[src/hw/rtl/pltacc_ram.sv]
// ----------------------------------------------------------------------------
// Generic single-port-write RAM
// One write port and one read port with registered read data.
// ----------------------------------------------------------------------------
module pltacc_ram #(
  parameter int unsigned Width = 8,
  parameter int unsigned Depth = 32,
  parameter int unsigned AddrW = (Depth > 1) ? $clog2(Depth) : 1
) (
  input  logic             clk_i,
  input  logic             we_i,
  input  logic [AddrW-1:0] waddr_i,
  input  logic [Width-1:0] wdata_i,
  input  logic [AddrW-1:0] raddr_i,
  output logic [Width-1:0] rdata_o
);

  logic [Width-1:0] mem_q [Depth];
  logic [Width-1:0] rdata_q;

  always_ff @(posedge clk_i) begin
    if (we_i) begin
      mem_q[waddr_i] <= wdata_i;
    end
    rdata_q <= mem_q[raddr_i];
  end

  assign rdata_o = rdata_q;

endmodule

[config.mk]
export PLATFORM = sky130hd
export DESIGN_NAME = pltacc_ram
export DESIGN_NICKNAME = d
export VERILOG_FILES = /design/src/hw/rtl/pltacc_ram.sv
export SDC_FILE = /design/constraint.sdc
export NUM_CORES = 1
export LEC_CHECK = 0
export BUFFER_PORTS_ARGS = -buffer_cell sky130_fd_sc_hd__buf_2
export CAP_MARGIN = 25
export CORE_ASPECT_RATIO = 1.1
export CORE_UTILIZATION = 57
export DETAILED_ROUTE_END_ITERATION = 10
export GPL_TIMING_DRIVEN = 0
export MAX_ROUTING_LAYER = met4
export PLACE_DENSITY = 0.75
export SYNTH_ARGS = -nofsm -noshare
export SYNTH_HDL_FRONTEND = slang
export SYNTH_SLANG_ARGS = --single-unit
[constraint.sdc]
create_clock -name clk_i -period 2.5 [get_ports clk_i]
set_input_delay 0 -clock clk_i [delete_from_list [all_inputs] [get_ports clk_i]]
set_output_delay 0 -clock clk_i [all_outputs]
set_load 0.01 [all_outputs]
# After elaboration in Yosys (flattened, before gate mapping)
# Memory sizes are Yosys's and may differ from the RTL's. A register that Yosys moved wholly into a read port is not among the register bits.
# Index checks and enable logic that the tools add are counted.
# word_totals
ff_bits,0
latch_bits,0
ram_bits,256
mem_bits_ro,0
in_bits,20
output_inout_bits,8
elab_cells,3
n_memories,1
# memory_table
name,depth,width,rd,rd_ports_with_merged_regs,wr,line,text
mem_q,32,8,1,1,1,18,logic [Width-1:0] mem_q [Depth];
# op_classes
n_addsub,0
multipliers,0
div_mod_pow,0
order_cmp,0
n_eq_ne,0
shift,0
n_mux,2
n_bitwise,0
n_reduce_logical,0
# ops
operator,count
$mux 1,2

# Depth between registers and ports, before layout
# depth
word_depth,2
mapped_depth,5

# Worst setup path before layout
# OpenSTA, ideal clock, no wires.
# synth_timing
kind,input port to flip-flop
start,in raddr_i[2]
end,"reg rdata_q[0], in the netlist rdata_o[0] (read register of mem_q)"
t_arrival_ps,1682
required_time_ps,2379
setup_slack_ps,698
cell_stages,5
path_cell_list,clkbuf_1 clkbuf_1 mux4_2 mux4_2 mux2_2
# synth_lines
element,line,text
"start, declared",14,"input logic [AddrW-1:0] raddr_i,"
"end, declared",19,logic [Width-1:0] rdata_q;

==> metrics.md <==
| Metric | Value |
|---|---|
| Static Leakage | 3.49 nW |
| Commonest cells after routing, fill and taps aside | sky130_fd_sc_hd__edfxtp_1, sky130_fd_sc_hd__mux4_2, sky130_fd_sc_hd__nor2_1, sky130_fd_sc_hd__clkbuf_16, sky130_fd_sc_hd__buf_2 |
| Sum of routed wire length over all layers | 19.4 mm |
| Final Hold Violating Endpoints | 0 |
| Total area of sequential cells | 7850 sq um |
| Ranking of synthesized cells by area | sky130_fd_sc_hd__edfxtp_1, sky130_fd_sc_hd__mux4_2, sky130_fd_sc_hd__dfxtp_1 |
| Antenna violations before repair | 2 |
| Sequential element share of the synthesized area | 0.781 |
| Worst hold slack after final layout | 20.0 ps |
| Worst-Skew Late Latency | 510 ps |
| Crit. End Element | register |
| # placed instances | 673 |
| Power density over the cells | 804 nW/um^2 |
| Slew margin rel. | 0.443 |
| Clock transition at the registers of the reported paths | 60 ps |
| RSZ-0062 raised after global routing | false |
| Largest family of logic cells by synthesized area | multiplexers |
| Fraction of the mapped netlist area in adder cells | 0 |
| Width of the die | 129 um |
| Crit path DAT | 2430 ps |
| Syn nets | 437 |
| Post-Synthesis Mean Instance Area | 24.1 sq um |
| Number of clock buffers inserted by TritonCTS | 25 |
| Number of optimization iterations in the first detailed-route pass | 5 |
| Maximum number of pins on one net before global-route repair | 33 |
| Number of DRC violations after detailed-routing iteration 0 | 515 |
| Sink Count | 264 |
| Layout Area Growth over Synthesis | 11.9% |
| Number of non-filler instances in the completed layout | 720 |
| Number of buffers on the longest clock path | 3 |
| Count of cell types in the netlist | 15 |
| Total congestion overflow | 0 |
| Commonest non-fill, non-tap cell in the layout | sky130_fd_sc_hd__edfxtp_1 |
| Root cell of the clock tree | sky130_fd_sc_hd__clkbuf_16 |
| Via count of the first global-routing pass | 4520 |
| DRC violation count after routing | 0 |
| Worst setup SP type | primary input |
| Core Footprint | 17100 sq um |
| Core Util, Final | 0.656 |
| Fraction of layout cells with a size suffix above 1 | 0.314 |
| Global placement routability congestion | 0.776 |
| Starting Density | 0.586 |
| Setup slack after placement | -29.4 ps |
| Max_cap viols | 0 |
| Count of antenna-violating nets left after detailed routing | 0 |
| Detailed-placement wirelength estimate | 12.3 mm |
| Worst Clk Skew | 5.22 ps |
| Share of the synthesized netlist area taken by xor and xnor gates | 0 |
| Worst Path Required | 2890 ps |
| Worst Slack Setup Final | 462 ps |
| Max rail drop VDD | 0.495 mV |
| Crit path max fanout | 10 |
| Count of input and output buffers | 22 |
| TritonCTS clock tree | done |
| Yosys synthesis warning count | 0 |
| Drt via density | 6.24 |
| Result of the run | finished clean |
| Master of the slowest instance on the critical path | sky130_fd_sc_hd__clkbuf_1 |
| Period utilization | 0.815 |
| Number of max-slew violations in the final report | 0 |
| Worst path buffer plus inverter count | 2 |
| H-tree depth | 1 |
| Height of the die | 141 um |
| Delay-heaviest family, CP | multiplexers |
| Number of placement rows | 50 |
| Most area-hungry cell type in the Yosys netlist | sky130_fd_sc_hd__edfxtp_1 |
| Wire length per cell | 27.0 um |
| Vias | 4490 |
| Area share of the largest cell type after synthesis | 0.765 |
| PostCTS Resize Cnt | 0 |
| Post-synthesis instance area | 10100 sq um |
| First-pass GRT wire length | 29.5 mm |
| Synth Area in Compound Gates | 0 |
| Post-CTS Repair Setup Buffers | 0 |
| Worst slew pin tran | 836 ps |
| Post-layout nets | 487 |
| FILL cells | 1085 |
| Hold_buf cts | 1 |
| Gate Count Post-Synth | 417 |
| Worst min-delay path category | in2reg |
| Setup violation total in the final timing report | 0 |
| Area of the multi-input gates | 2100 sq um |
| Total track usage | 0.237 |
| Count of pins on the block boundary | 28 |
| Peak per-stage delay on the critical path | 680 ps |
| Post-synthesis sequential element count | 264 |
| Top achievable clock speed | 491 MHz |
| Simple-gate share of the synthesized area | 0.0207 |
| Startpoint-to-endpoint class of the critical path | in2reg |
| Total Die Area | 18200 sq um |
| Final Critical Period | 2040 ps |
| Share of cell area taken by muxes after synthesis | 0.188 |
| Cell chain of the critical path | clkbuf_1 -> clkbuf_1 -> mux4_2 -> mux4_2 -> mux2_2 |
## per-stage QoR
| step | TNS [ps] | total power [W] | instance area (sq um) |
|---|---|---|---|
| after floorplan | 0 | 0.00530 | 10100 |
| after CTS | 0 | 0.00909 | 11200 |
| after global placement | 0 | 0.00547 | 10500 |
| after detailed placement | -57.1 | 0.00549 | 10500 |
| after global routing | 0 | 0.00927 | 11300 |
| final | 0 | 0.00905 | 11300 |
## cell usage after synthesis (all sizes together)
cell and count:
edfxtp 256, mux4 80, nor2 33, buf 14
dfxtp 8, mux2 8, clkbuf 6, nand3b 5
or3b 3, nand3 2, nand2 1, or3 1
## worst register-to-register path, cell delays in order (launching register included)
cell	delay [ps]
sky130_fd_sc_hd__edfxtp_1	400
sky130_fd_sc_hd__mux4_2	520
sky130_fd_sc_hd__mux4_2	530
sky130_fd_sc_hd__mux2_2	300
## registers in the layout, summed over array words and instances (netlist names)
signal,cells
rdata_o,8
mem_q,256
## layer usage
metal | part of all wire | wire (um) | vias up | GRT usage
li1 | - | - | 1879 | -
met1 | 0.43 | 8250 | 2379 | 0.347
met2 | 0.49 | 9440 | 202 | 0.357
met3 | 0.071 | 1390 | 30 | 0.0385
met4 | 0.017 | 329 | 0 | 0.0613
met5 | 0 | 0 | - | -
## cell families after synthesis
family / after synthesis
AND/OR/NAND/NOR: 45
multiplexers: 88
buffers and inverters: 20
flip-flops: 264
## power by group
group | switching (W) | total (W) | leakage, nW | internal (W)
clock | 0.00151 | 0.00364 | 0.377 | 0.00213
sequential | 0.0000155 | 0.00494 | 2.37 | 0.00492
combinational | 0.000270 | 0.000471 | 0.737 | 0.000202
## layout make-up
cell class / count / share of cell area
clock inverter: 14 / 0.0122
buffer: 20 / 0.00945
sequential: 264 / 0.697
antenna: 2 / 0.000445
timing repair buffer: 23 / 0.0107
tap: 234 / 0.0260
multi-input combinational: 133 / 0.187
clock buffer: 30 / 0.0573
## path summary, 6_finish.rpt
path	start	end	slack, ps	cells after the start
worst min register to register	mem_q[7][6]$_DFFE_PP_	rdata_o[6]$_DFF_P_	950	3
worst max register to register	mem_q[16][0]$_DFFE_PP_	rdata_o[0]$_DFF_P_	640	3
worst max-delay path	raddr_i[2]	rdata_o[7]$_DFF_P_	460	5
worst min-delay path	wdata_i[6]	mem_q[14][6]$_DFFE_PP_	20	1
Power figures use the tool's default switching activity.
