## src/hw/rtl/pltacc_pkg.sv

```systemverilog
// ----------------------------------------------------------------------------
// Point light tint accumulator package
// Shared types and fixed constants of the accumulator controller and datapath.
// ----------------------------------------------------------------------------
package pltacc_pkg;

  // Field widths that the interface fixes.
  localparam int unsigned HalfW  = 10;  // light center, half-cell units
  localparam int unsigned CellW  = 9;   // cell coordinate
  localparam int unsigned ReachW = 16;
  localparam int unsigned TintW  = 16;  // signed Q4.12

  // Iteration counts of the shared arithmetic units.
  localparam int unsigned SqrtSteps = 30;  // result bits of the square root
  localparam int unsigned DivSteps  = 13;  // weight bits, weight is at most 4096
  localparam int unsigned NumCh     = 4;   // ambient, red, green, blue
  localparam int unsigned IterW     = 5;

  typedef enum logic [1:0] {
    KIND_CLEAR = 2'd0,
    KIND_ADD   = 2'd1,
    KIND_EVAL  = 2'd2
  } kind_e;

  // One stored light.
  typedef struct packed {
    logic        [HalfW-1:0]  pos_y;
    logic        [HalfW-1:0]  pos_x;
    logic        [ReachW-1:0] reach;
    logic signed [TintW-1:0]  strength;
    logic signed [TintW-1:0]  red;
    logic signed [TintW-1:0]  green;
    logic signed [TintW-1:0]  blue;
  } light_t;

  // Commands from the controller to the datapath.
  typedef struct packed {
    logic       load_cell;
    logic       clear_sums;
    logic       latch_entry;
    logic       sqrt_init;
    logic       sqrt_step;
    logic       div_init;
    logic       div_step;
    logic       mac_step;
    logic [1:0] ch;
    logic       load_out;
  } dp_cmd_t;

  // Status from the datapath to the controller.
  typedef struct packed {
    logic hit;
  } dp_stat_t;

endpackage

```

## src/hw/rtl/pltacc_dp.sv

```systemverilog
// ----------------------------------------------------------------------------
// Point light tint accumulator datapath
// Distance test, digit-by-digit square root, restoring divide and the
// saturating multiply-accumulate of the four tint sums.
// ----------------------------------------------------------------------------
module pltacc_dp import pltacc_pkg::*; (
  input  logic                     clk_i,
  input  logic                     rst_ni,
  input  logic                     cfg_we_i,
  input  logic                     cfg_wdata_i,
  input  logic        [CellW-1:0]  cell_x_i,
  input  logic        [CellW-1:0]  cell_y_i,
  input  light_t                   entry_i,
  input  dp_cmd_t                  cmd_i,
  output dp_stat_t                 stat_o,
  output logic signed [TintW-1:0]  ambient_sum_o,
  output logic signed [TintW-1:0]  red_sum_o,
  output logic signed [TintW-1:0]  green_sum_o,
  output logic signed [TintW-1:0]  blue_sum_o
);

  logic                    mode_q;
  logic [HalfW-1:0]        hx_q, hy_q;
  light_t                  ent_q;
  logic [21:0]             d_q, d_d;
  logic [59:0]             rad_q, rad_d;
  logic [31:0]             rem_q, rem_d;
  logic [29:0]             root_q, root_d;
  logic [15:0]             dvr_q, dvr_d;
  logic [DivSteps-1:0]     nlow_q, nlow_d;
  logic [DivSteps-1:0]     w_q, w_d;
  logic signed [TintW-1:0] sum_q [NumCh];
  logic signed [TintW-1:0] out_q [NumCh];

  // Squared distance of the fetched light from the cell center.
  logic signed [HalfW:0]   dx, dy;
  logic signed [21:0]      dxx, dyy;
  logic [31:0]             vv;

  always_comb begin
    dx  = $signed({1'b0, entry_i.pos_x}) - $signed({1'b0, hx_q});
    dy  = $signed({1'b0, entry_i.pos_y}) - $signed({1'b0, hy_q});
    dxx = 22'(dx * dx);
    dyy = 22'(dy * dy);
    d_d = 22'(dxx) + 22'(dyy);
    vv  = ent_q.reach * ent_q.reach;
  end

  assign stat_o.hit = (ent_q.reach != '0) && ({d_q, 14'b0} < 36'(vv));

  // Square root, one result bit per step.
  logic [33:0] rem_sh, trial;
  always_comb begin
    rem_sh = {rem_q, rad_q[59:58]};
    trial  = {2'b00, root_q, 2'b01};
    rad_d  = {rad_q[57:0], 2'b00};
    if (rem_sh >= trial) begin
      rem_d  = 32'(rem_sh - trial);
      root_d = {root_q[28:0], 1'b1};
    end else begin
      rem_d  = rem_sh[31:0];
      root_d = {root_q[28:0], 1'b0};
    end
  end

  // Divide (4096 * reach - root) by reach, one quotient bit per step.
  logic [29:0] num;
  logic [16:0] dt;
  logic        qbit;
  always_comb begin
    num  = 30'({ent_q.reach, 12'b0}) - root_q;
    dt   = {dvr_q, nlow_q[DivSteps-1]};
    qbit = dt >= {1'b0, ent_q.reach};
    if (cmd_i.div_init) begin
      dvr_d  = {1'b0, num[27:13]};
      nlow_d = num[12:0];
      w_d    = '0;
    end else begin
      dvr_d  = qbit ? 16'(dt - {1'b0, ent_q.reach}) : dt[15:0];
      nlow_d = {nlow_q[DivSteps-2:0], 1'b0};
      w_d    = {w_q[DivSteps-2:0], qbit};
    end
  end

  // Weighted term of the current channel, added with saturation.
  logic signed [TintW-1:0] mx;
  logic signed [17:0]      term;
  logic signed [31:0]      prod;
  logic signed [19:0]      contr;
  logic signed [20:0]      acc;
  logic signed [TintW-1:0] sat;
  always_comb begin
    mx = '0;
    if (ent_q.red > mx) begin
      mx = ent_q.red;
    end
    if (ent_q.green > mx) begin
      mx = ent_q.green;
    end
    if (ent_q.blue > mx) begin
      mx = ent_q.blue;
    end
    unique case (cmd_i.ch)
      2'd0:    term = mode_q ? 18'(mx >>> 1) + 18'(ent_q.strength) : 18'(ent_q.strength);
      2'd1:    term = mode_q ? '0 : 18'(ent_q.red);
      2'd2:    term = mode_q ? '0 : 18'(ent_q.green);
      default: term = mode_q ? '0 : 18'(ent_q.blue);
    endcase
    prod  = $signed({1'b0, w_q}) * term;
    contr = prod[31:12];
    acc   = 21'(sum_q[cmd_i.ch]) + 21'(contr);
    if (acc > 21'sd32767) begin
      sat = 16'sh7fff;
    end else if (acc < -21'sd32768) begin
      sat = -16'sh8000;
    end else begin
      sat = acc[15:0];
    end
  end

  always_ff @(posedge clk_i or negedge rst_ni) begin
    if (!rst_ni) begin
      mode_q <= 1'b0;
    end else if (cfg_we_i) begin
      mode_q <= cfg_wdata_i;
    end
  end

  always_ff @(posedge clk_i) begin
    if (cmd_i.load_cell) begin
      hx_q <= {cell_x_i, 1'b0};
      hy_q <= {cell_y_i, 1'b0};
    end
    if (cmd_i.latch_entry) begin
      ent_q <= entry_i;
      d_q   <= d_d;
    end
    if (cmd_i.sqrt_init) begin
      rad_q  <= {d_q, 38'b0};
      rem_q  <= '0;
      root_q <= '0;
    end else if (cmd_i.sqrt_step) begin
      rad_q  <= rad_d;
      rem_q  <= rem_d;
      root_q <= root_d;
    end
    if (cmd_i.div_init || cmd_i.div_step) begin
      dvr_q  <= dvr_d;
      nlow_q <= nlow_d;
      w_q    <= w_d;
    end
    if (cmd_i.clear_sums) begin
      for (int i = 0; i < NumCh; i++) begin
        sum_q[i] <= '0;
      end
    end else if (cmd_i.mac_step) begin
      sum_q[cmd_i.ch] <= sat;
    end
    if (cmd_i.load_out) begin
      for (int i = 0; i < NumCh; i++) begin
        out_q[i] <= sum_q[i];
      end
    end
  end

  assign ambient_sum_o = out_q[0];
  assign red_sum_o     = out_q[1];
  assign green_sum_o   = out_q[2];
  assign blue_sum_o    = out_q[3];

endmodule

```

## config.mk

```make
export PLATFORM = sky130hd
export DESIGN_NAME = pltacc_dp
export DESIGN_NICKNAME = d
export VERILOG_FILES = /design/src/hw/rtl/pltacc_pkg.sv /design/src/hw/rtl/pltacc_dp.sv
export SDC_FILE = /design/constraint.sdc
export NUM_CORES = 2
export LEC_CHECK = 0
export ABC_CLOCK_PERIOD_IN_PS = 20100
export BUFFER_PORTS_ARGS = -buffer_cell sky130_fd_sc_hd__buf_2
export CAP_MARGIN = 20
export CORE_MARGIN = 10
export CORE_UTILIZATION = 60
export DETAILED_ROUTE_END_ITERATION = 8
export PLACE_DENSITY = 0.81
export SLEW_MARGIN = 20
export SYNTH_ARGS = -nofsm -noshare
export SYNTH_HDL_FRONTEND = slang
export SYNTH_SLANG_ARGS = --single-unit
```

## constraint.sdc

```tcl
create_clock -name clk_i -period 20.1 [get_ports clk_i]
set_input_delay 1.005 -clock clk_i [delete_from_list [all_inputs] [get_ports clk_i]]
set_output_delay 1.005 -clock clk_i [all_outputs]
set_load 0.01 [all_outputs]
```

==> Word level (Yosys, flattened, before mapping) <==
Memory sizes are Yosys's and may differ from the RTL's.
Cells that the tools add are included.
{ "classes": {"add_sub_neg": 8, "n_mul": 4, "magnitude_cmp": 8, "n_eq_ne": 2, "n_mux": 27, "reduce_logical": 6} }
{ "ops": {"columns": ["operator", "count"], "rows": [
  ["60-bit two-way mux", 2],
  ["16-bit two-way mux", 7],
  ["18-bit two-way mux", 4],
  ["18-bit case mux with 3 select lines", 1],
  ["11-bit by 11-bit multiplier with 22-bit output", 2],
  ["36-bit by 32-bit less-than comparator with 1-bit output", 1],
  ["34-bit by 32-bit greater-or-equal comparator with 1-bit output", 1],
  ["16-bit greater-than comparator", 2],
  ["14-bit by 18-bit multiplier with 32-bit output", 1],
  ["16-bit by 16-bit multiplier with 32-bit output", 1],
  ["32-bit two-way mux", 1],
  ["32-bit subtractor", 1],
  ["28-bit subtractor", 1],
  ["22-bit adder", 1],
  ["10-bit by 10-bit subtractor with 11-bit output", 2],
  ["16-bit by 20-bit adder with 21-bit output", 1],
  ["21-bit by 16-bit greater-than comparator with 1-bit output (second input constant)", 1],
  ["21-bit by 16-bit less-than comparator with 1-bit output (second input constant)", 1],
  ["15-bit by 16-bit adder with 17-bit output", 1],
  ["17-bit by 16-bit greater-or-equal comparator with 1-bit output", 1],
  ["16-bit by 1-bit greater-than comparator with 1-bit output (second input constant)", 1],
  ["16-bit nonzero test", 1],
  ["16-bit OR reduction", 1],
  ["16-bit subtractor", 1],
  ["other kinds (10)", 18]
]} }
{ "word_totals": {"reg_bits": 247, "ramBits": 128, "in_bits": 133, "out_inout_bits": 65, "word_cells": 74, "memories": 2} }
{ "memory_table": {"columns": ["name", "words", "width", "rd", "rd_ports_with_merged_regs", "write_ports", "line_no", "text"], "rows": [
  ["out_q", 4, 16, 4, 0, 4, "pltacc_dp.sv:33", "logic signed [TintW-1:0] out_q [NumCh];"],
  ["sum_q", 4, 16, 5, 0, 4, "pltacc_dp.sv:32", "logic signed [TintW-1:0] sum_q [NumCh];"]
]} }

==> Longest topological paths before layout <==
{ "depth": {"ltp_word": 15, "mapped_depth": 74, "ltp_nobuf": 68} }

==> Worst setup path after synthesis <==
OpenSTA, ideal clock, no wires.
{ "synth_timing": {"path_type": "register to register", "startpoint": "register ent_q[35] in the netlist's numbering", "endpoint": "memory sum_q[3][10] (data pin)", "setup_time_ns": 0.154, "t_arrival_ns": 14.756, "t_required_ns": 19.946, "path_slack_ns": 5.190, "stages_incl_launch_ff": 68, "path_buffers": 4, "synth_period_minus_slack_ns": 14.910, "path_cell_list": "edfxtp_1 -> nor4_1 -> a41oi_1 -> nand2_1 -> ha_1 -> o21a_1 -> o21a_1 -> o21ai_0 -> a21oi_1 -> o31a_1 -> o41a_1 -> o21ai_2 -> mux2_2 -> ha_1 -> nor2b_1 -> o21a_1 -> o21a_1 -> o21a_1 -> [... 32 more ...] -> o211ai_1 -> a22oi_1 -> nor2b_1 -> o21ai_0 -> a21o_1 -> a21oi_1 -> xnor2_1 -> ha_1 -> and2_1 -> nor3_1 -> a21oi_1 -> a31o_1 -> a221o_1 -> a21bo_2 -> nor4_4 -> nand2_2 -> buf_2 -> o22ai_1"} }
{ "synth_rtl": {"columns": ["element", "line_no", "text"], "rows": [
  ["start, declared", "pltacc_dp.sv:24", "light_t ent_q;"],
  ["start signal, assigned", "pltacc_dp.sv:135", "ent_q <= entry_i;"],
  ["end, declared", "pltacc_dp.sv:32", null]
]} }

==> flow_metrics.py <==
metrics = {
    "clocking": {
        "cts_setup_buffers": 0,
        "cts_tree": "yes",
        "clkLatencyLatePin_ns": 0.61,
        "clk_transition_reported_paths_ns": 0.06,
        "cts-root-buf": "clkbuf_16",
        "numCtsBuffers": 42,
        "post_cts_resized": 0,
        "ctsHoldBuffers": 0,
        "cts.sinks": 375,
        "clockBufferDepth": 3,
        "cts_htree_levels": 2,
    },
    "layout": {
        "nNetsFinal": 5775,
        "area_delta_synth_final_pct": 7.233,
        "postLayoutCoreUtil_pct": 64.73,
        "stdcell_area_um2": 48030,
        "antenna_cells": 0,
        "final_layout_size_suffix_gt1_share_pct": 8.951,
        "n_fill_cell": 5748,
    },
    "sta": {
        "setup_viol": 0,
        "period_share_pct": 88.36,
        "drv_slew": 0,
        "slew_headroom_pct": 31.61,
        "rsz0062_at_grt": "no",
        "fin_setup_tns_ns": 0,
        "hold_viol": 0,
        "post-route-min-period_ns": 17.76,
        "tightest_slew_ns": 1.022,
        "fin_skew_ns": 0.04241,
        "fmax_mhz": 56.31,
    },
    "hold_path": {
        "hold_path_class": "input port to asynchronous set/reset pin",
    },
    "routing": {
        "first_pass_iters": 8,
        "wirelength_mm": 107.1,
        "vias": 32400,
        "vias_per_cell": 5.792,
        "antenna_left": 0,
        "first_iter_violations": 2793,
        "drc_errors": 0,
        "wl_per_cell_um": 19.15,
    },
    "setup_path": {
        "worst-path-buf-inv": 4,
        "critPathMaxFanout": 16,
        "cpMostUsedCell": "o21a_1",
        "critPathTopFamily": "compound AO/OA/AOI/OAI gates",
        "crit_path_start_kind": "flop",
        "cp_slowest_cell": "a311oi_2",
        "crit_arrival_ns": 18.19,
        "r2r_start": "ent_q[32]",
        "crit_path_end_kind": "flop",
        "max_stage_delay_ns": 0.77,
        "crit_required_ns": 20.53,
        "startpoint": "ent_q[32]",
        "critical_path_class": "flop to flop",
    },
    "logic_synthesis": {
        "ys_seq_area_share_pct": 23.75,
        "synth_compound_area_share_pct": 8.794,
        "synthAdderAreaFrac_pct": 39.67,
        "synth_cells": 4455,
        "async_flop_share_pct": 0.2667,
        "muxShareOfSynthArea_pct": 4.098,
        "synthesis.nets": 5635,
        "synth_ff_type": "edfxtp_1",
        "synth-simple-area-share_pct": 11.49,
        "syn_area_per_cell_um2": 10.05,
        "synth-edff-count": 312,
        "synthDistinctLibCells": 96,
        "synthesis.area_um2": 44790,
        "synth-xor-area-share_pct": 3.676,
        "yosysWarnings": 0,
        "ys_seq_elements": 375,
        "synth_top_family_by_area": "adder cells",
    },
    "global_routing": {
        "grt_pass1_wl_mm": 176.1,
        "globalRouteTotalUtil_pct": 25.43,
        "grt_pass1_vias": 33880,
        "grt_overflow": 0,
        "antenna_found_initial": 5,
        "grt_start_max_net_pins": 83,
    },
    "floorplan": {
        "ios": 198,
        "initial_core_util_pct": 60.37,
        "core_area_um2": 74200,
        "dieArea_um2": 85980,
        "die_w_um": 293.2,
        "chipHeight_um": 293.2,
        "row_count": 100,
    },
    "place": {
        "placed_cell_area_um2": 46680,
        "io_buffers": 197,
        "gp_congestion": 0.9203,
        "hpwl_mm": 85.13,
    },
    "run_status": {
        "status": "complete, no violations",
    },
    "flow_run": {
        "maxCapViolations": 0,
    },
}
[flip-flops by register name, indices dropped and copies added (netlist names), 13 cells and up]
signal and flops:
out_q 64, nlow_q 13, w_q 13, sum_q 64, d_q 22, ent_q 80, rad_q 22, root_q 30
dvr_q 16, rem_q 32
[final timing paths]
check	to	slack (ns)	depth (start not counted)
hold / removal	mode_q	0.19	1
setup reg to reg	sum_q[1][11]	2.34	66
setup / recovery	sum_q[1][11]	2.34	66
max in group asynchronous	mode_q	19.83	1
min in group clk_i	out_q[2][2]	0.45	0
hold reg to reg	out_q[2][2]	0.45	0
[cells by family after synthesis]
kind of cell / count (synthesis)
simple gates: 1092
buf+inv: 1004
fa+ha+maj: 1047
xor+xnor: 188
mux: 151
compound gates: 597
other cells: 1
flops: 375
[area by class of cell]
class | instances | area (um2) | share of cell area (%)
clock buffers | 53 | 1102 | 2.295
flip-flops and latches | 375 | 10640 | 22.14
well taps | 969 | 1212 | 2.524
inverters | 872 | 3273 | 6.815
multi-input cells | 3076 | 30350 | 63.19
repair buffers | 228 | 1244 | 2.589
clock inverters | 21 | 210.2 | 0.4377
[per-stage QoR]
step	instances	hold WS (ns)	worst slack, ns
floorplan	4455	0.4207	5.190
detailed placement	5519	0.4287	2.549
finish	5594	0.1874	2.341
global route	5594	0.1660	1.326
global placement	5519	0.4242	3.182
CTS	5593	0.1666	2.526
[metal layers]
layer	vias to the layer above	wire, um	global-route usage (%)
met5	-	34	0
met4	6	3521	8.181
met3	237	10340	5.449
met2	1431	49140	40.02
met1	16000	44090	34.90
li1	14730	-	-
[cells in the mapped netlist, drive strengths merged, types with 20 or more instances]
master	number	area share, %
a21o	73	1.2
a21oi	191	2.2
and2	120	1.7
and3	25	0.35
buf	30	0.35
clkbuf	102	0.85
dfxtp	62	2.8
edfxtp	312	21
fa	622	28
ha	425	12
inv	856	7.2
mux2	49	1.2
mux2i	81	1.8
mux4	21	1.1
nand2	389	3.3
nand2b	36	0.50
nand3	40	0.45
nand4	21	0.32
nor2	286	2.4
nor2b	70	0.98
nor3	40	0.46
o21a	20	0.34
o21ai	116	1.3
o21bai	28	0.49
o22ai	21	0.31
xnor2	124	2.4
xor2	64	1.3
[cell usage in the layout (no fill, tap or decap), types with 10 or more instances in the layout]
cell type / Yosys / final
clkbuf_16: 0 / 42
mux2i_1: 81 / 81
ha_1: 425 / 425
inv_1: 852 / 852
o21a_1: 20 / 20
edfxtp_1: 312 / 312
clkinv_1: 16 / 21
and3_1: 25 / 25
or3_1: 13 / 13
mux2_2: 49 / 49
nand2b_1: 36 / 36
nor2_1: 286 / 286
nand4_1: 19 / 19
o21bai_1: 25 / 25
or2_2: 12 / 11
nor2b_1: 70 / 70
nand3_1: 40 / 40
a21boi_0: 11 / 11
a311oi_1: 16 / 16
a21oi_1: 184 / 184
nand2_1: 388 / 388
nor4_1: 14 / 14
o31ai_1: 11 / 11
and2_1: 120 / 120
buf_4: 5 / 32
dfxtp_1: 62 / 62
nor3_1: 39 / 39
a211oi_1: 17 / 17
a21o_1: 73 / 73
mux4_2: 21 / 21
xor2_1: 64 / 64
clkbuf_1: 102 / 10
o22ai_1: 20 / 20
fa_1: 622 / 622
o21ai_0: 109 / 108
xnor2_1: 124 / 124
buf_2: 14 / 195
Power is left out: the tool's default activity adds up to more than one toggle a clock period on the data nets, which glitch-free logic cannot reach.
