<file path="config.mk">
export PLATFORM = sky130hd
export DESIGN_NAME = pltacc_ctrl
export DESIGN_NICKNAME = d
export VERILOG_FILES = /design/src/hw/rtl/pltacc_pkg.sv /design/src/hw/rtl/pltacc_ctrl.sv
export SDC_FILE = /design/constraint.sdc
export NUM_CORES = 1
export LEC_CHECK = 0
export ABC_CLOCK_PERIOD_IN_PS = 5120
export BUFFER_PORTS_ARGS = -buffer_cell sky130_fd_sc_hd__clkbuf_2
export CORE_MARGIN = 2
export CORE_UTILIZATION = 59
export CTS_CLUSTER_DIAMETER = 80
export DETAILED_ROUTE_END_ITERATION = 6
export PLACE_DENSITY = 0.86
export SLEW_MARGIN = 20
export SYNTH_ARGS = -nofsm -noshare
export SYNTH_HDL_FRONTEND = slang
export SYNTH_SLANG_ARGS = --single-unit
export TNS_END_PERCENT = 30
</file>
<file path="constraint.sdc">
create_clock -name clk_i -period 5.12 [get_ports clk_i]
set_input_delay 0.256 -clock clk_i [delete_from_list [all_inputs] [get_ports clk_i]]
set_output_delay 0.256 -clock clk_i [all_outputs]
set_load 0.005 [all_outputs]
</file>
<file path="src/hw/rtl/pltacc_pkg.sv">
// ----------------------------------------------------------------------------
// Point light tint accumulator package
// Shared types and fixed constants of the accumulator controller and datapath.
// ----------------------------------------------------------------------------
package pltacc_pkg;

  // Field widths that the interface fixes.
  localparam int unsigned HalfW  = 10;  // light center, half-cell units
  localparam int unsigned CellW  = 9;   // cell coordinate
  localparam int unsigned ReachW = 16;
  localparam int unsigned TintW  = 16;  // signed Q4.12

  // Iteration counts of the shared arithmetic units.
  localparam int unsigned SqrtSteps = 30;  // result bits of the square root
  localparam int unsigned DivSteps  = 13;  // weight bits, weight is at most 4096
  localparam int unsigned NumCh     = 4;   // ambient, red, green, blue
  localparam int unsigned IterW     = 5;

  typedef enum logic [1:0] {
    KIND_CLEAR = 2'd0,
    KIND_ADD   = 2'd1,
    KIND_EVAL  = 2'd2
  } kind_e;

  // One stored light.
  typedef struct packed {
    logic        [HalfW-1:0]  pos_y;
    logic        [HalfW-1:0]  pos_x;
    logic        [ReachW-1:0] reach;
    logic signed [TintW-1:0]  strength;
    logic signed [TintW-1:0]  red;
    logic signed [TintW-1:0]  green;
    logic signed [TintW-1:0]  blue;
  } light_t;

  // Commands from the controller to the datapath.
  typedef struct packed {
    logic       load_cell;
    logic       clear_sums;
    logic       latch_entry;
    logic       sqrt_init;
    logic       sqrt_step;
    logic       div_init;
    logic       div_step;
    logic       mac_step;
    logic [1:0] ch;
    logic       load_out;
  } dp_cmd_t;

  // Status from the datapath to the controller.
  typedef struct packed {
    logic hit;
  } dp_stat_t;

endpackage

</file>
<file path="src/hw/rtl/pltacc_ctrl.sv">
// ----------------------------------------------------------------------------
// Point light tint accumulator controller
// Sequences table updates and the per-light evaluation steps.
// ----------------------------------------------------------------------------
module pltacc_ctrl import pltacc_pkg::*; #(
  parameter int unsigned MAX_LIGHTS = 32,
  parameter int unsigned IdxW = (MAX_LIGHTS > 1) ? $clog2(MAX_LIGHTS) : 1,
  parameter int unsigned CntW = $clog2(MAX_LIGHTS + 1)
) (
  input  logic                    clk_i,
  input  logic                    rst_ni,
  input  logic                    in_valid_i,
  output logic                    in_ready_o,
  input  logic [1:0]              kind_i,
  input  logic signed [TintW-1:0] intensity_i,
  output logic                    out_valid_o,
  input  logic                    out_ready_i,
  output logic                    status_o,
  output logic                    ram_we_o,
  output logic [IdxW-1:0]         ram_waddr_o,
  output logic [IdxW-1:0]         ram_raddr_o,
  input  dp_stat_t                stat_i,
  output dp_cmd_t                 cmd_o
);

  typedef enum logic [7:0] {
    S_IDLE  = 8'b0000_0001,
    S_READ  = 8'b0000_0010,
    S_LOAD  = 8'b0000_0100,
    S_CHECK = 8'b0000_1000,
    S_SQRT  = 8'b0001_0000,
    S_PREP  = 8'b0010_0000,
    S_DIV   = 8'b0100_0000,
    S_RESP  = 8'b1000_0000
  } state_e;

  // Multiply-accumulate shares the divide state's counter via a flag.
  state_e           state_q, state_d;
  logic             mac_q, mac_d;
  logic [CntW-1:0]  count_q, count_d;
  logic [CntW-1:0]  idx_q, idx_d;
  logic [IterW-1:0] iter_q, iter_d;
  logic             status_q, status_d;
  logic             out_valid_q, out_valid_d;
  logic             out_status_q, out_status_d;
  logic             accept, dim_light, full, last;

  assign accept    = in_valid_i && in_ready_o;
  assign dim_light = (intensity_i <= 16'sd4) && (intensity_i >= -16'sd4);
  assign full      = count_q == CntW'(MAX_LIGHTS);
  assign last      = (idx_q + CntW'(1)) == count_q;

  always_comb begin
    state_d      = state_q;
    mac_d        = mac_q;
    count_d      = count_q;
    idx_d        = idx_q;
    iter_d       = iter_q;
    status_d     = status_q;
    out_status_d = out_status_q;
    out_valid_d  = out_valid_q && !out_ready_i;
    in_ready_o   = 1'b0;
    ram_we_o     = 1'b0;
    cmd_o        = '0;
    cmd_o.ch     = iter_q[1:0];

    unique case (state_q)
      S_IDLE: begin
        in_ready_o = 1'b1;
        if (in_valid_i) begin
          cmd_o.load_cell  = 1'b1;
          cmd_o.clear_sums = 1'b1;
          status_d         = 1'b0;
          state_d          = S_RESP;
          unique case (kind_e'(kind_i))
            KIND_CLEAR: count_d = '0;
            KIND_ADD: begin
              if (!dim_light) begin
                if (full) begin
                  status_d = 1'b1;
                end else begin
                  ram_we_o = 1'b1;
                  count_d  = count_q + CntW'(1);
                end
              end
            end
            KIND_EVAL: begin
              idx_d = '0;
              if (count_q != '0) begin
                state_d = S_READ;
              end
            end
            default: ;
          endcase
        end
      end
      S_READ:  state_d = S_LOAD;
      S_LOAD: begin
        cmd_o.latch_entry = 1'b1;
        state_d           = S_CHECK;
      end
      S_CHECK: begin
        if (stat_i.hit) begin
          cmd_o.sqrt_init = 1'b1;
          iter_d          = IterW'(SqrtSteps - 1);
          state_d         = S_SQRT;
        end else if (last) begin
          state_d = S_RESP;
        end else begin
          idx_d   = idx_q + CntW'(1);
          state_d = S_READ;
        end
      end
      S_SQRT: begin
        cmd_o.sqrt_step = 1'b1;
        iter_d          = iter_q - IterW'(1);
        if (iter_q == '0) begin
          state_d = S_PREP;
        end
      end
      S_PREP: begin
        cmd_o.div_init = 1'b1;
        iter_d         = IterW'(DivSteps - 1);
        mac_d          = 1'b0;
        state_d        = S_DIV;
      end
      S_DIV: begin
        iter_d = iter_q - IterW'(1);
        if (!mac_q) begin
          cmd_o.div_step = 1'b1;
          if (iter_q == '0) begin
            mac_d  = 1'b1;
            iter_d = IterW'(NumCh - 1);
          end
        end else begin
          cmd_o.mac_step = 1'b1;
          if (iter_q == '0) begin
            if (last) begin
              state_d = S_RESP;
            end else begin
              idx_d   = idx_q + CntW'(1);
              state_d = S_READ;
            end
          end
        end
      end
      S_RESP: begin
        if (!out_valid_q || out_ready_i) begin
          cmd_o.load_out = 1'b1;
          out_valid_d    = 1'b1;
          out_status_d   = status_q;
          state_d        = S_IDLE;
        end
      end
      default: state_d = S_IDLE;
    endcase
  end

  always_ff @(posedge clk_i or negedge rst_ni) begin
    if (!rst_ni) begin
      state_q      <= S_IDLE;
      mac_q        <= 1'b0;
      count_q      <= '0;
      idx_q        <= '0;
      iter_q       <= '0;
      status_q     <= 1'b0;
      out_valid_q  <= 1'b0;
      out_status_q <= 1'b0;
    end else begin
      state_q      <= state_d;
      mac_q        <= mac_d;
      count_q      <= count_d;
      idx_q        <= idx_d;
      iter_q       <= iter_d;
      status_q     <= status_d;
      out_valid_q  <= out_valid_d;
      out_status_q <= out_status_d;
    end
  end

  assign out_valid_o = out_valid_q;
  assign status_o    = out_status_q;
  assign ram_waddr_o = count_q[IdxW-1:0];
  assign ram_raddr_o = idx_q[IdxW-1:0];

  a_count_bound: assert property (@(posedge clk_i) disable iff (!rst_ni)
    count_q <= CntW'(MAX_LIGHTS))
    else $error("light count beyond table size");

  a_write_room: assert property (@(posedge clk_i) disable iff (!rst_ni)
    ram_we_o |-> !full)
    else $error("table write while full");

  a_empty_eval: assert property (@(posedge clk_i) disable iff (!rst_ni)
    (accept && kind_i == KIND_EVAL && count_q == '0) |=> state_q == S_RESP)
    else $error("evaluate of empty table did not respond at once");

  a_walk_bound: assert property (@(posedge clk_i) disable iff (!rst_ni)
    (state_q == S_READ) |-> idx_q < count_q)
    else $error("walk reads past stored lights");

endmodule

</file>
Yosys cells after proc, flatten, opt, wreduce, memory -nomap -nowiden

Index checks and enable logic that the tools add are counted.

Logic and storage cells: 103
Bits in registers: 29
Input bits: 23

Magnitude comparators: 2
Eq/ne operators: 22
Reduce and logical (&&, ||, !) cells: 18
Muxes and demuxes: 50
Add/sub/neg operators: 3

Operators with widths:

| kind                                                               | count |
|---|---|
| two-way mux 8 bit                                                  | 9 |
| case mux 8 bit (8 select lines)                                    | 1 |
| two-way mux 6 bit                                                  | 8 |
| two-way mux 1 bit                                                  | 22 |
| case mux 5 bit (4 select lines)                                    | 1 |
| != test 2 bit, second input constant                               | 9 |
| case mux 6 bit (3 select lines)                                    | 1 |
| greater-or-equal comparator 16 x 3 -> 1 bit, second input constant | 1 |
| <= comparator 16 x 4 -> 1 bit, second input constant               | 1 |
| two-way mux 5 bit                                                  | 3 |
| adder 6 x 1 -> 6 bit, second input constant                        | 2 |
| case mux 6 bit (2 select lines)                                    | 1 |
| AND reduction 5 bit                                                | 2 |
| == test 8 x 1 -> 1 bit, second input constant                      | 1 |
| == test 8 x 2 -> 1 bit, second input constant                      | 1 |
| == test 8 x 3 -> 1 bit, second input constant                      | 1 |
| == test 8 x 4 -> 1 bit, second input constant                      | 1 |
| == test 8 x 5 -> 1 bit, second input constant                      | 1 |
| == test 8 x 6 -> 1 bit, second input constant                      | 1 |
| == test 8 x 7 -> 1 bit, second input constant                      | 1 |
| == test 8 bit, second input constant                               | 1 |
| == test 6 bit                                                      | 1 |
| == test 6 bit, second input constant                               | 1 |
| two-way mux 2 bit                                                  | 3 |
| 16 further kinds                                                   | 21 |

Longest topological paths before layout

Gate-level depths: netlist of run 1.

Depth after elaboration: 6
Depth in mapped cells: 8

Worst setup path after synthesis of run 1

OpenSTA, ideal clock, no wires.

Path type: reg-to-reg
Start: register state_q[2]
End: register idx_q[0]
Setup time: 0.125 ns
Path buffers: 1
Slack: 2.844 ns
Data arrival time: 2.151 ns
Stages on the path, launching flop included: 8
Cell sequence: dfrtp_1 or4_4 or4_4 buf_6 and2_4 nand2_4 nand3_4 mux2_4

Cells in the longest elaborated chain, start to end: 3
Elaborated cells between the ends (all ways): 11

RTL lines:

| item                                                           | RTL line           | RTL |
|---|---|---|
| start: declaration                                             | pltacc_ctrl.sv:38  | `state_e state_q, state_d;` |
| start signal: assignment                                       | pltacc_ctrl.sv:170 | `state_q <= state_d;` |
| == test 8 x 1 -> 1 bit, or another cell as far along           | pltacc_ctrl.sv:67  | `unique case (state_q)` |
| != test 2 x 1 -> 1 bit (no line), or another cell as far along | --                 |  |
| AND reduction 6 bit (no line)                                  | --                 |  |
| end signal: assignment                                         | pltacc_ctrl.sv:173 | `idx_q <= idx_d;` |
| end: declaration                                               | pltacc_ctrl.sv:41  | `logic [CntW-1:0] idx_q, idx_d;` |

Parallel ways exist; a longest one is shown, timed or not.
A chain may end at the register's enable or synchronous reset.

Worst setup path after layout of run 1

Start: register state_q[6]
End: output ram_we_o

Cells in the longest elaborated chain, start to end: 2

RTL lines:

| item                   | RTL line          | RTL |
|---|---|---|
| == test 8 x 1 -> 1 bit | pltacc_ctrl.sv:67 |  |
| two-way mux 1 bit      | pltacc_ctrl.sv:67 |  |
| end: declaration       | pltacc_ctrl.sv:19 | `output logic ram_we_o,` |

No other way between the ends.

==> flow_metrics.py, run 1 <==
metrics = {
    "timing": {
        "fin_crit_ns": 2.829,
        "timing.hold.ws_ns": 0.2542,
        "slew_headroom": 0.5300,
        "fin_worst_skew_ns": 0.02102,
        "finalCritPeriodShare": 0.5525,
        "rsz0062_at_grt": "no",
        "worst_pin_slew_ns": 0.7051,
        "final_max_slew_viol_count": 0,
        "setup_viol": 0,
        "max_clock_freq_ghz": 0.3535,
        "setup_tns_ns": 0,
        "finalHoldViolCount": 0,
    },
    "power": {
        "vdd_drop_max_v": 0.0001883,
        "power_frac_seq": 0.409,
        "power_density_mw_per_mm2": 368.1,
        "combPwrFrac": 0.421,
        "p_leak_nw": 1.112,
        "clkPwrFrac": 0.170,
        "p_int_uw": 522.1,
        "p_sw_uw": 352.9,
        "swShare": 0.4033,
        "finalPower_uw": 875.0,
    },
    "logic_synthesis": {
        "ys_warn_count": 0,
        "synth.area.top_cells": "dfrtp_1, buf_4, nand2_1, o21ai_0, inv_1",
        "synth_compound_area_frac": 0.1791,
        "synth-edff-count": 0,
        "syn-num-nets": 272,
        "synth-simple-area-share": 0.3023,
        "synthCells": 245,
        "yosysTopAreaCell": "dfrtp_1",
        "synthAdderAreaFrac": 0.02326,
        "yosys.area_share.xor_xnor": 0.04477,
        "synth.top_cells.by_count": "dfrtp_1, nand2_1, inv_1, nor2_1",
        "synthMuxAreaShare": 0.02151,
        "yosysUniqueCellTypes": 63,
        "postSynthAreaPerCell_sq_um": 8.784,
        "yosysTopAreaCellShare": 0.3256,
        "synth_top_family_by_area": "simple AND/OR/NAND/NOR gates",
        "async_flop_share": 1.000,
        "synth_ff_type": "dfrtp_1",
        "syn_area_sq_mm": 0.002152,
        "ys_ff_latch": 29,
        "yosysMostFrequentCell": "dfrtp_1",
        "synth_seq_area_share": 0.3378,
    },
    "worst_setup_path": {
        "criticalPathCategory": "flip-flop to output pin",
        "arrival_ns": 2.57,
        "r2r_cells": 6,
        "endpoint_kind": "output pin",
        "crit_chain": "or3_1, nor4b_4, nand2_1, nor4b_1, clkbuf_2",
        "cpMaxStageDelayCell": "dfrtp_1",
        "worst_setup_path_start_kind": "flip-flop",
        "slowest_delay_ns": 0.54,
        "crit_fanout": 13,
        "r2r_slack_ns": 2.62,
        "r2r-start": "state_q[6]$_DFFE_PN0P_",
        "r2r-end": "idx_q[0]$_DFFE_PN0P_",
        "crit_required_ns": 4.86,
    },
    "run": {
        "cap_viol_max_count": 0,
    },
    "clock_tree": {
        "ctsResizeCount": 0,
        "clock_latency_ns": 0.34,
        "cts_hold_buf": 1,
        "htree_levels": 2,
        "clockRootBuffer": "clkbuf_4",
        "postCtsSetupBuffers": 0,
        "cts_tree": "done",
        "cts_sinks": 29,
        "numCtsBuffers": 5,
        "cts.clk_slew.worst_paths_ns": 0.10,
        "cts_buffer_depth": 2,
    },
    "floorplan": {
        "die_h_microns": 64.40,
        "coreArea_sq_mm": 0.003416,
        "initial_core_util": 0.6300,
        "ios": 48,
        "die_w_microns": 64.40,
        "die-area_sq_mm": 0.004147,
        "fp-row-count": 21,
    },
    "detailed_routing": {
        "drc": 0,
        "drt_iter0_markers": 88,
        "ant_nets": 0,
        "dr.pass1.iters": 4,
        "routed_wl_microns": 4706,
        "routedWlPerCell_microns": 14.44,
        "via_per_inst": 5.911,
        "vias": 1927,
    },
    "global_route": {
        "gr-usage-met3": 0.06162,
        "busiest_layer": "met2",
        "grt_pass1_wl_microns": 8176,
        "grt_util_met1": 0.3379,
        "grt.overflow.total": 0,
        "grt_util_met2": 0.4023,
        "grt_pass1_vias": 1859,
        "grt_max_degree": 30,
        "grt_antenna_before_repair": 0,
        "grt.total_usage": 0.2536,
    },
    "hold_path": {
        "hp-start": "kind_i[1]",
        "hold_class": "primary input to flip-flop",
        "min_to": "count_q[0]$_DFFE_PN0P_",
        "min_path_cells": 3,
    },
    "layout": {
        "syn_to_final_growth_pct": 10.47,
        "layout-drive-gt1-share": 0.2464,
        "num_antenna_cells": 0,
        "nets": 306,
    },
    "run_status": {
        "status": "finished clean",
    },
    "placed_design": {
        "dp_hpwl_microns": 3630,
        "gp_congestion": 0.8500,
        "port-buffer-count": 47,
    },
}
-- final cells by class --
type | count | area (sq um)
Multi-Input combinational cell | 179 | 1229
Inverter | 16 | 60.06
Fill cell | 305 | 1039
Timing Repair Buffer | 48 | 245.2
Clock buffer | 8 | 58.81
Tap cell | 46 | 57.56
Sequential cell | 29 | 726.9
-- critical path, delay by kind of cell (launching register included) --
family,cells,cell delay [ns]
buffers and inverters,1,0.17
DFF,1,0.54
and+or+nand+nor,4,1.52
-- metal layers --
| metal | vias to the layer above | routed length (microns) |
|---|---|---|
| met5 | - | 0 |
| li1 | 953 | - |
| met2 | 74 | 2177 |
| met3 | 12 | 305 |
| met4 | 0 | 81 |
| met1 | 888 | 2141 |
-- cell families (layout without fill, tap and decap cells) --
kind of cell,after synthesis,count (layout)
muxes,4,4
buffers and inverters,37,72
xor gates and xnor gates,11,11
DFF,29,29
AOI/OAI and AO/OA,55,55
and+or+nand+nor,105,105
adders and majority gates,4,4
-- how the worst max path moves through the flow --
stage,slack (ns),cells past startpoint,to,start
4_1_cts,2.25,5,ram_we_o,state_q[6]$_DFFE_PN0P_
3_5_place_dp,2.65,5,ram_we_o,state_q[6]$_DFFE_PN0P_
2_1_floorplan,2.84,7,idx_q[0]$_DFFE_PN0P_,state_q[2]$_DFFE_PN0P_
6_report,2.29,5,ram_we_o,state_q[6]$_DFFE_PN0P_
5_1_grt,2.09,5,ram_we_o,state_q[6]$_DFFE_PN0P_
3_3_place_gp,2.75,5,ram_we_o,state_q[6]$_DFFE_PN0P_
-- cells in the final DEF, fill, tap and decap left out, types with 4 or more instances in the layout --
cell      instances
a21oi_1           6
and2_1            4
clkbuf_2         47
clkbuf_4          5
dfrtp_1          28
ha_1              4
inv_1            16
nand2_1          19
nand2b_1          5
nand3_1           7
nand4_1           5
nor2_1           14
nor3_1           10
nor4_1            9
o211ai_1          4
o21a_1            5
o21ai_0          13
o22ai_1           4
xnor2_1           6
xor2_1            5
-- per-stage QoR --
stage | util | cell area, sq um | std cells | setup WS [ns]
after floorplan | - | 2152 | 245 | 2.844
after global placement | 0.6758 | 2308 | 317 | 2.753
after detailed placement | 0.6758 | 2308 | 317 | 2.650
after CTS | 0.6960 | 2377 | 326 | 2.253
after global routing | 0.6960 | 2377 | 326 | 2.093
final | 0.6960 | 2377 | 326 | 2.291
-- state kept, by name, summed over array words and instances, names as in the netlist --
register,cells
idx_q,6
status_q,1
iter_q,5
state_q,8
status_o,1
count_q,6
out_valid_o,1
mac_q,1
-- power by group through the flow --
stage	registers (mW)	clock network (mW)	logic (mW)
floorplan	0.332	0	0.317
global placement	0.358	0	0.356
detailed placement	0.361	0	0.367
CTS	0.357	0.151	0.369
global route	0.369	0.162	0.416
finish	0.358	0.148	0.369
No activity file was read; power rests on OpenSTA's default activity.
==> run 2: changes to the inputs <==
--- a/config.mk
+++ b/config.mk
@@ -5,13 +5,13 @@
 export SDC_FILE = /design/constraint.sdc
 export NUM_CORES = 1
 export LEC_CHECK = 0
-export ABC_CLOCK_PERIOD_IN_PS = 5120
+export ABC_CLOCK_PERIOD_IN_PS = 2450
 export BUFFER_PORTS_ARGS = -buffer_cell sky130_fd_sc_hd__clkbuf_2
 export CORE_MARGIN = 2
-export CORE_UTILIZATION = 59
+export CORE_UTILIZATION = 49
 export CTS_CLUSTER_DIAMETER = 80
 export DETAILED_ROUTE_END_ITERATION = 6
-export PLACE_DENSITY = 0.86
+export PLACE_DENSITY = 0.76
 export SLEW_MARGIN = 20
 export SYNTH_ARGS = -nofsm -noshare
 export SYNTH_HDL_FRONTEND = slang
==> constraint.sdc (replaced) <==
create_clock -name clk_i -period 2.45 [get_ports clk_i]
set_input_delay 0.1225 -clock clk_i [delete_from_list [all_inputs] [get_ports clk_i]]
set_output_delay 0.1225 -clock clk_i [all_outputs]
set_load 0.005 [all_outputs]
==> run 2 against run 1 <==
Net effect:
- critical path depth increased by 1
- sequential power is 110% higher
- core utilization is 10 points lower
- clock skew fell by 0.0088 ns
- count of clock-buffer cells in the layout unchanged
- largest power group unchanged
- global-route usage decreased by 3.5 points
- worst setup slack worse by 2.2 ns
- largest cell class unchanged
- clock power grew to 2.8 times the previous value
- first-iteration DRC count increased by 14%
- combinational power rose by 130%
- final cell count grew 6.4%
- via count grew 2.1%
==> flow_metrics.py, run 2 (synthesis results as in run 1) <==
metrics = {
    "detailed_routing": {
        "dr.pass1.iters": 5,
        "ant_nets": 0,
        "routed_wl_microns": 5034,
        "drt_iter0_markers": 100,
        "met3_length_microns": 284,
        "wl_met1_microns": 2356,
        "routedWlPerCell_microns": 14.51,
        "drc": 0,
        "vias": 1968,
        "wl_met2_microns": 2325,
        "via_per_inst": 5.671,
        "topRoutingLayerUsed": "met4",
    },
    "placed_design": {
        "gp_congestion": 0.9437,
        "dp_hpwl_microns": 3816,
        "port-buffer-count": 47,
    },
    "timing": {
        "final_max_slew_viol_count": 0,
        "worst_pin_slew_ns": 0.7300,
        "fin_crit_ns": 2.365,
        "max_clock_freq_ghz": 0.4229,
        "finalCritPeriodShare": 0.9651,
        "rsz0062_at_grt": "no",
        "slew_headroom": 0.5133,
        "finalHoldViolCount": 0,
        "setup_tns_ns": 0,
        "setup_viol": 0,
        "fin_worst_skew_ns": 0.01223,
    },
    "power": {
        "clkPwrFrac": 0.205,
        "p_int_mw": 1.233,
        "p_sw_uw": 763.4,
        "vdd_drop_max_v": 0.0003661,
        "combPwrFrac": 0.425,
        "finalPower_mw": 1.996,
        "power_density_mw_per_mm2": 785.9,
        "p_leak_nw": 1.202,
        "power_frac_seq": 0.371,
        "swShare": 0.3825,
    },
    "layout": {
        "nets": 321,
        "top_regs": "state_q x8, count_q x6, idx_q x6",
        "regMostFlops": "state_q",
        "syn_to_final_growth_pct": 18.02,
        "num_antenna_cells": 0,
        "layout-drive-gt1-share": 0.2983,
        "largest_register_ffs": 8,
        "final_cell_mix": "clkbuf_2, dfrtp_1, nand2_1",
        "layout_commonest_cell": "clkbuf_2",
    },
    "hold_path": {
        "hold_class": "primary input to flip-flop",
    },
    "clock_tree": {
        "numCtsBuffers": 5,
        "cts_buffer_depth": 2,
        "cts.clk_slew.worst_paths_ns": 0.07,
        "cts_tree": "done",
        "clockRootBuffer": "clkbuf_8",
        "cts_sinks": 29,
        "clock_latency_ns": 0.29,
        "htree_levels": 2,
    },
    "run": {
        "cap_viol_max_count": 0,
    },
    "floorplan": {
        "fp-row-count": 24,
        "die_w_microns": 70.27,
        "die-area_sq_mm": 0.004938,
        "ios": 48,
        "die_h_microns": 70.27,
        "coreArea_sq_mm": 0.004294,
        "initial_core_util": 0.5012,
    },
    "global_route": {
        "grt_max_degree": 30,
        "grt.total_usage": 0.2186,
        "grt_pass1_vias": 1876,
        "grt_antenna_before_repair": 0,
        "grt_pass1_wl_microns": 8700,
        "grt.overflow.total": 0,
    },
    "worst_setup_path": {
        "arrival_ns": 2.58,
        "criticalPathCategory": "flip-flop to flip-flop",
        "endpoint_kind": "flip-flop",
        "worst_setup_path_start_kind": "flip-flop",
        "crit_fanout": 6,
        "crit_required_ns": 2.67,
    },
    "run_status": {
        "status": "finished clean",
    },
}
[run 2: worst max-delay path, cell delays in order (launching register included)]
cell	delay, ns
dfrtp_1	0.43
or4_4	0.59
or4_4	0.56
a21boi_4	0.22
nand2_2	0.10
nor3b_1	0.22
o22a_1	0.16
[run 2: path summary, 6_finish.rpt]
path / startpoint / end / slack (ns) / depth (start not counted)
worst min register to register: status_q$_DFFE_PN0P_ / status_q$_DFFE_PN0P_ / 0.48 / 2
worst min-delay path: kind_i[1] / count_q[0]$_DFFE_PN0P_ / 0.19 / 3
min in group asynchronous: rst_ni / iter_q[0]$_DFFE_PN0P_ / 0.45 / 2
worst max register to register: state_q[2]$_DFFE_PN0P_ / idx_q[3]$_DFFE_PN0P_ / 0.09 / 6
max in group asynchronous: rst_ni / state_q[7]$_DFFE_PN0P_ / 1.49 / 2
worst max-delay path: state_q[2]$_DFFE_PN0P_ / idx_q[3]$_DFFE_PN0P_ / 0.09 / 6
[run 2: layer usage]
layer	track usage	up-vias
met1	0.2966	922
met5	0	-
li1	-	975
met3	0.04473	6
met4	0.07479	0
met2	0.3480	65
[run 2: power by group through the flow]
stage	Combinational, mW	Clock (mW)	Sequential [mW]
global route	0.945	0.429	0.762
global placement	0.782	0	0.744
CTS	0.828	0.417	0.738
detailed placement	0.801	0	0.748
floorplan	0.662	0	0.694
finish	0.847	0.408	0.740
[run 2: layout make-up]
type | instances | area, sq um
Sequential cell | 29 | 728.2
Timing Repair Buffer | 63 | 357.8
Fill cell | 404 | 1754
Multi-Input combinational cell | 179 | 1239
Inverter | 16 | 60.06
Tap cell | 52 | 65.06
Clock buffer | 8 | 90.09
[run 2: through the flow]
step | instances | area (sq um) | hold WS [ns] | worst slack, ns | utilization
2_1_floorplan | 245 | 2152 | -0.1731 | 0.1740 | -
3_3_place_gp | 336 | 2414 | 0.2177 | 0.1789 | 0.5621
3_5_place_dp | 336 | 2414 | 0.2272 | 0.1207 | 0.5621
4_1_cts | 346 | 2521 | 0.1634 | 0.02704 | 0.5871
5_1_grt | 347 | 2540 | 0.2211 | 0.004172 | 0.5915
6_report | 347 | 2540 | 0.1858 | 0.08545 | 0.5915
[run 2: what timing repair did]
action,CTS,global route
resized for setup,0,4
endpoints found under the setup margin,1,2
endpoints found under the hold margin,28,0
pin swaps,1,2
buffers inserted,1,1
hold buffers,1,0
==> run 3: changes to the inputs <==
--- a/config.mk
+++ b/config.mk
@@ -7,7 +7,6 @@
 export LEC_CHECK = 0
 export ABC_CLOCK_PERIOD_IN_PS = 2450
 export BUFFER_PORTS_ARGS = -buffer_cell sky130_fd_sc_hd__clkbuf_2
-export CORE_MARGIN = 2
 export CORE_UTILIZATION = 49
 export CTS_CLUSTER_DIAMETER = 80
 export DETAILED_ROUTE_END_ITERATION = 6
==> run 3 against run 2 <==
Net effect:
- register-to-register slack better by 0.03 ns
- critical path depth unchanged
- sequential power grew 0.7%
- final cell count fell by 2.0%
- worst hold slack lost 0.011 ns
- die area down 5.6%
- clock skew decreased by 0.0073 ns
- sequential share of layout area is 0.61 points higher
- clock power fell by 5.1%
- count of clock-buffer cells in the layout fell by 3
- wire length down 6.6%
- core utilization up 1.4 points
- critical path type unchanged
- largest power group unchanged
==> flow_metrics.py, run 3 (synthesis results as in run 1) <==
metrics = {
    "worst_setup_path": {
        "worst_setup_path_start_kind": "flip-flop",
        "cpMaxStageDelayCell": "or4_4",
        "arrival_ns": 2.49,
        "crit_path_start": "state_q[2]$_DFFE_PN0P_",
        "cp_common_cell": "or4_4",
        "crit_required_ns": 2.61,
        "slowest_delay_ns": 0.59,
        "criticalPathCategory": "flip-flop to flip-flop",
        "crit_chain": "or4_4, or4_4, and2_4, nand2_4, nand3_4, mux2_4",
        "r2r-start": "state_q[2]$_DFFE_PN0P_",
        "endpoint_kind": "flip-flop",
        "r2r_slack_ns": 0.12,
        "crit_fanout": 6,
    },
    "clock_tree": {
        "cts_tree": "done",
        "cts_sinks": 29,
        "clock_latency_ns": 0.28,
        "cts.clk_slew.worst_paths_ns": 0.07,
        "cts_buffer_depth": 2,
        "numCtsBuffers": 5,
        "htree_levels": 2,
        "clockRootBuffer": "clkbuf_8",
    },
    "floorplan": {
        "fp-row-count": 23,
        "die_h_microns": 68.27,
        "initial_core_util": 0.5230,
        "ios": 48,
        "coreArea_sq_mm": 0.004115,
        "die_w_microns": 68.27,
        "die-area_sq_mm": 0.004661,
    },
    "placed_design": {
        "port-buffer-count": 47,
        "gp_congestion": 0.8220,
        "dp_hpwl_microns": 3622,
        "place_worst_setup_slack_ns": 0.1418,
    },
    "layout": {
        "nets": 316,
        "num_antenna_cells": 0,
        "top_regs": "state_q x8, count_q x6, idx_q x6",
        "syn_to_final_growth_pct": 15.76,
        "regMostFlops": "state_q",
        "layout-drive-gt1-share": 0.2862,
        "fillers": 357,
        "layout_commonest_cell": "clkbuf_2",
        "final_cell_mix": "clkbuf_2, dfrtp_1, nand2_1",
        "largest_register_ffs": 8,
    },
    "detailed_routing": {
        "ant_nets": 0,
        "drt_iter0_markers": 140,
        "via_per_inst": 5.685,
        "dr.pass1.iters": 4,
        "routedWlPerCell_microns": 13.83,
        "routed_wl_microns": 4701,
        "drc": 0,
        "vias": 1933,
    },
    "timing": {
        "slew_headroom": 0.5171,
        "finalHoldViolCount": 0,
        "worst_pin_slew_ns": 0.7243,
        "finalWorstSetupSlack_ns": 0.1193,
        "max_clock_freq_ghz": 0.4291,
        "fin_worst_skew_ns": 0.004969,
        "fin_crit_ns": 2.331,
        "setup_tns_ns": 0,
        "setup_viol": 0,
        "finalCritPeriodShare": 0.9513,
        "rsz0062_at_grt": "no",
        "final_max_slew_viol_count": 0,
    },
    "global_route": {
        "grt_pass1_vias": 1792,
        "grt_pass1_wl_microns": 8114,
        "grt_antenna_before_repair": 0,
        "grt.overflow.total": 0,
        "grt_max_degree": 30,
        "grt.total_usage": 0.2297,
    },
    "power": {
        "p_leak_nw": 1.174,
        "vdd_drop_max_v": 0.0004260,
        "power_density_mw_per_mm2": 774.7,
    },
    "run": {
        "cap_viol_max_count": 0,
    },
    "hold_path": {
        "hold_class": "primary input to flip-flop",
        "hp-start": "in_valid_i",
    },
    "run_status": {
        "status": "finished clean",
    },
}
## run 3: changes by cell type in the layout (fill, tap and decap cells not counted), sizes merged
| cell | change |
|---|---|
| clkbuf | -3 |
| clkinv | +2 |
| buf | -5 |
| clkinvlp | +1 |
## run 3: repair_timing
item                                    CTS  global route
hold buffers                              1             0
buffers inserted                          0             0
hold endpoints to repair                 28             0
gates resized for setup                   0             3
endpoints found under the setup margin    0             1
## run 3: cell type report
type / count / area, sq um / share of cell area
Multi-Input combinational cell: 179 / 1229 / 0.4932
Sequential cell: 29 / 729.5 / 0.2928
Timing Repair Buffer: 58 / 324.1 / 0.1301
Clock buffer: 5 / 68.82 / 0.02762
Tap cell: 50 / 62.56 / 0.02511
Inverter: 16 / 60.06 / 0.02411
Clock inverter: 3 / 17.52 / 0.007032
## run 3: worst max-delay path, delay by kind of cell, from the launching register on
family           cells  cell delay, ns
multiplexers         1            0.27
flip-flops           1            0.43
AND/OR/NAND/NOR      5            1.52
## run 3: path summary, 6_finish.rpt
kind | end | cells past startpoint
max | idx_q[0]$_DFFE_PN0P_ | 6
min | state_q[0]$_DFFE_PN1P_ | 4
max reg2reg | idx_q[0]$_DFFE_PN0P_ | 6
min reg2reg | status_q$_DFFE_PN0P_ | 2
max in group asynchronous | state_q[7]$_DFFE_PN0P_ | 2
min in group asynchronous | iter_q[0]$_DFFE_PN0P_ | 2
## run 3: routing by layer
layer / up-vias / wire length (microns) / GRT usage
li1: 971 / - / -
met1: 902 / 2262 / 0.3223
met2: 54 / 2168 / 0.3603
met3: 6 / 227 / 0.04500
met4: 0 / 43 / 0.05469
met5: - / 0 / 0
## run 3: report_power, final
group | total [mW] | internal, mW | switching [mW]
clock | 0.387 | 0.196 | 0.191
combinational | 0.799 | 0.387 | 0.412
sequential | 0.745 | 0.589 | 0.155
total | 1.93 | 1.17 | 0.758
## run 3: through the flow
step / hold WS [ns] / util / power (mW) / area [sq um] / std cells
3_5_place_dp: 0.2225 / 0.5804 / 1.536 / 2389 / 331
3_3_place_gp: 0.2155 / 0.5804 / 1.519 / 2389 / 331
6_report: 0.1744 / 0.6054 / 1.930 / 2491 / 340
2_1_floorplan: -0.1731 / - / 1.356 / 2152 / 245
4_1_cts: 0.1712 / 0.6038 / 1.929 / 2485 / 340
5_1_grt: 0.2000 / 0.6054 / 2.092 / 2491 / 340
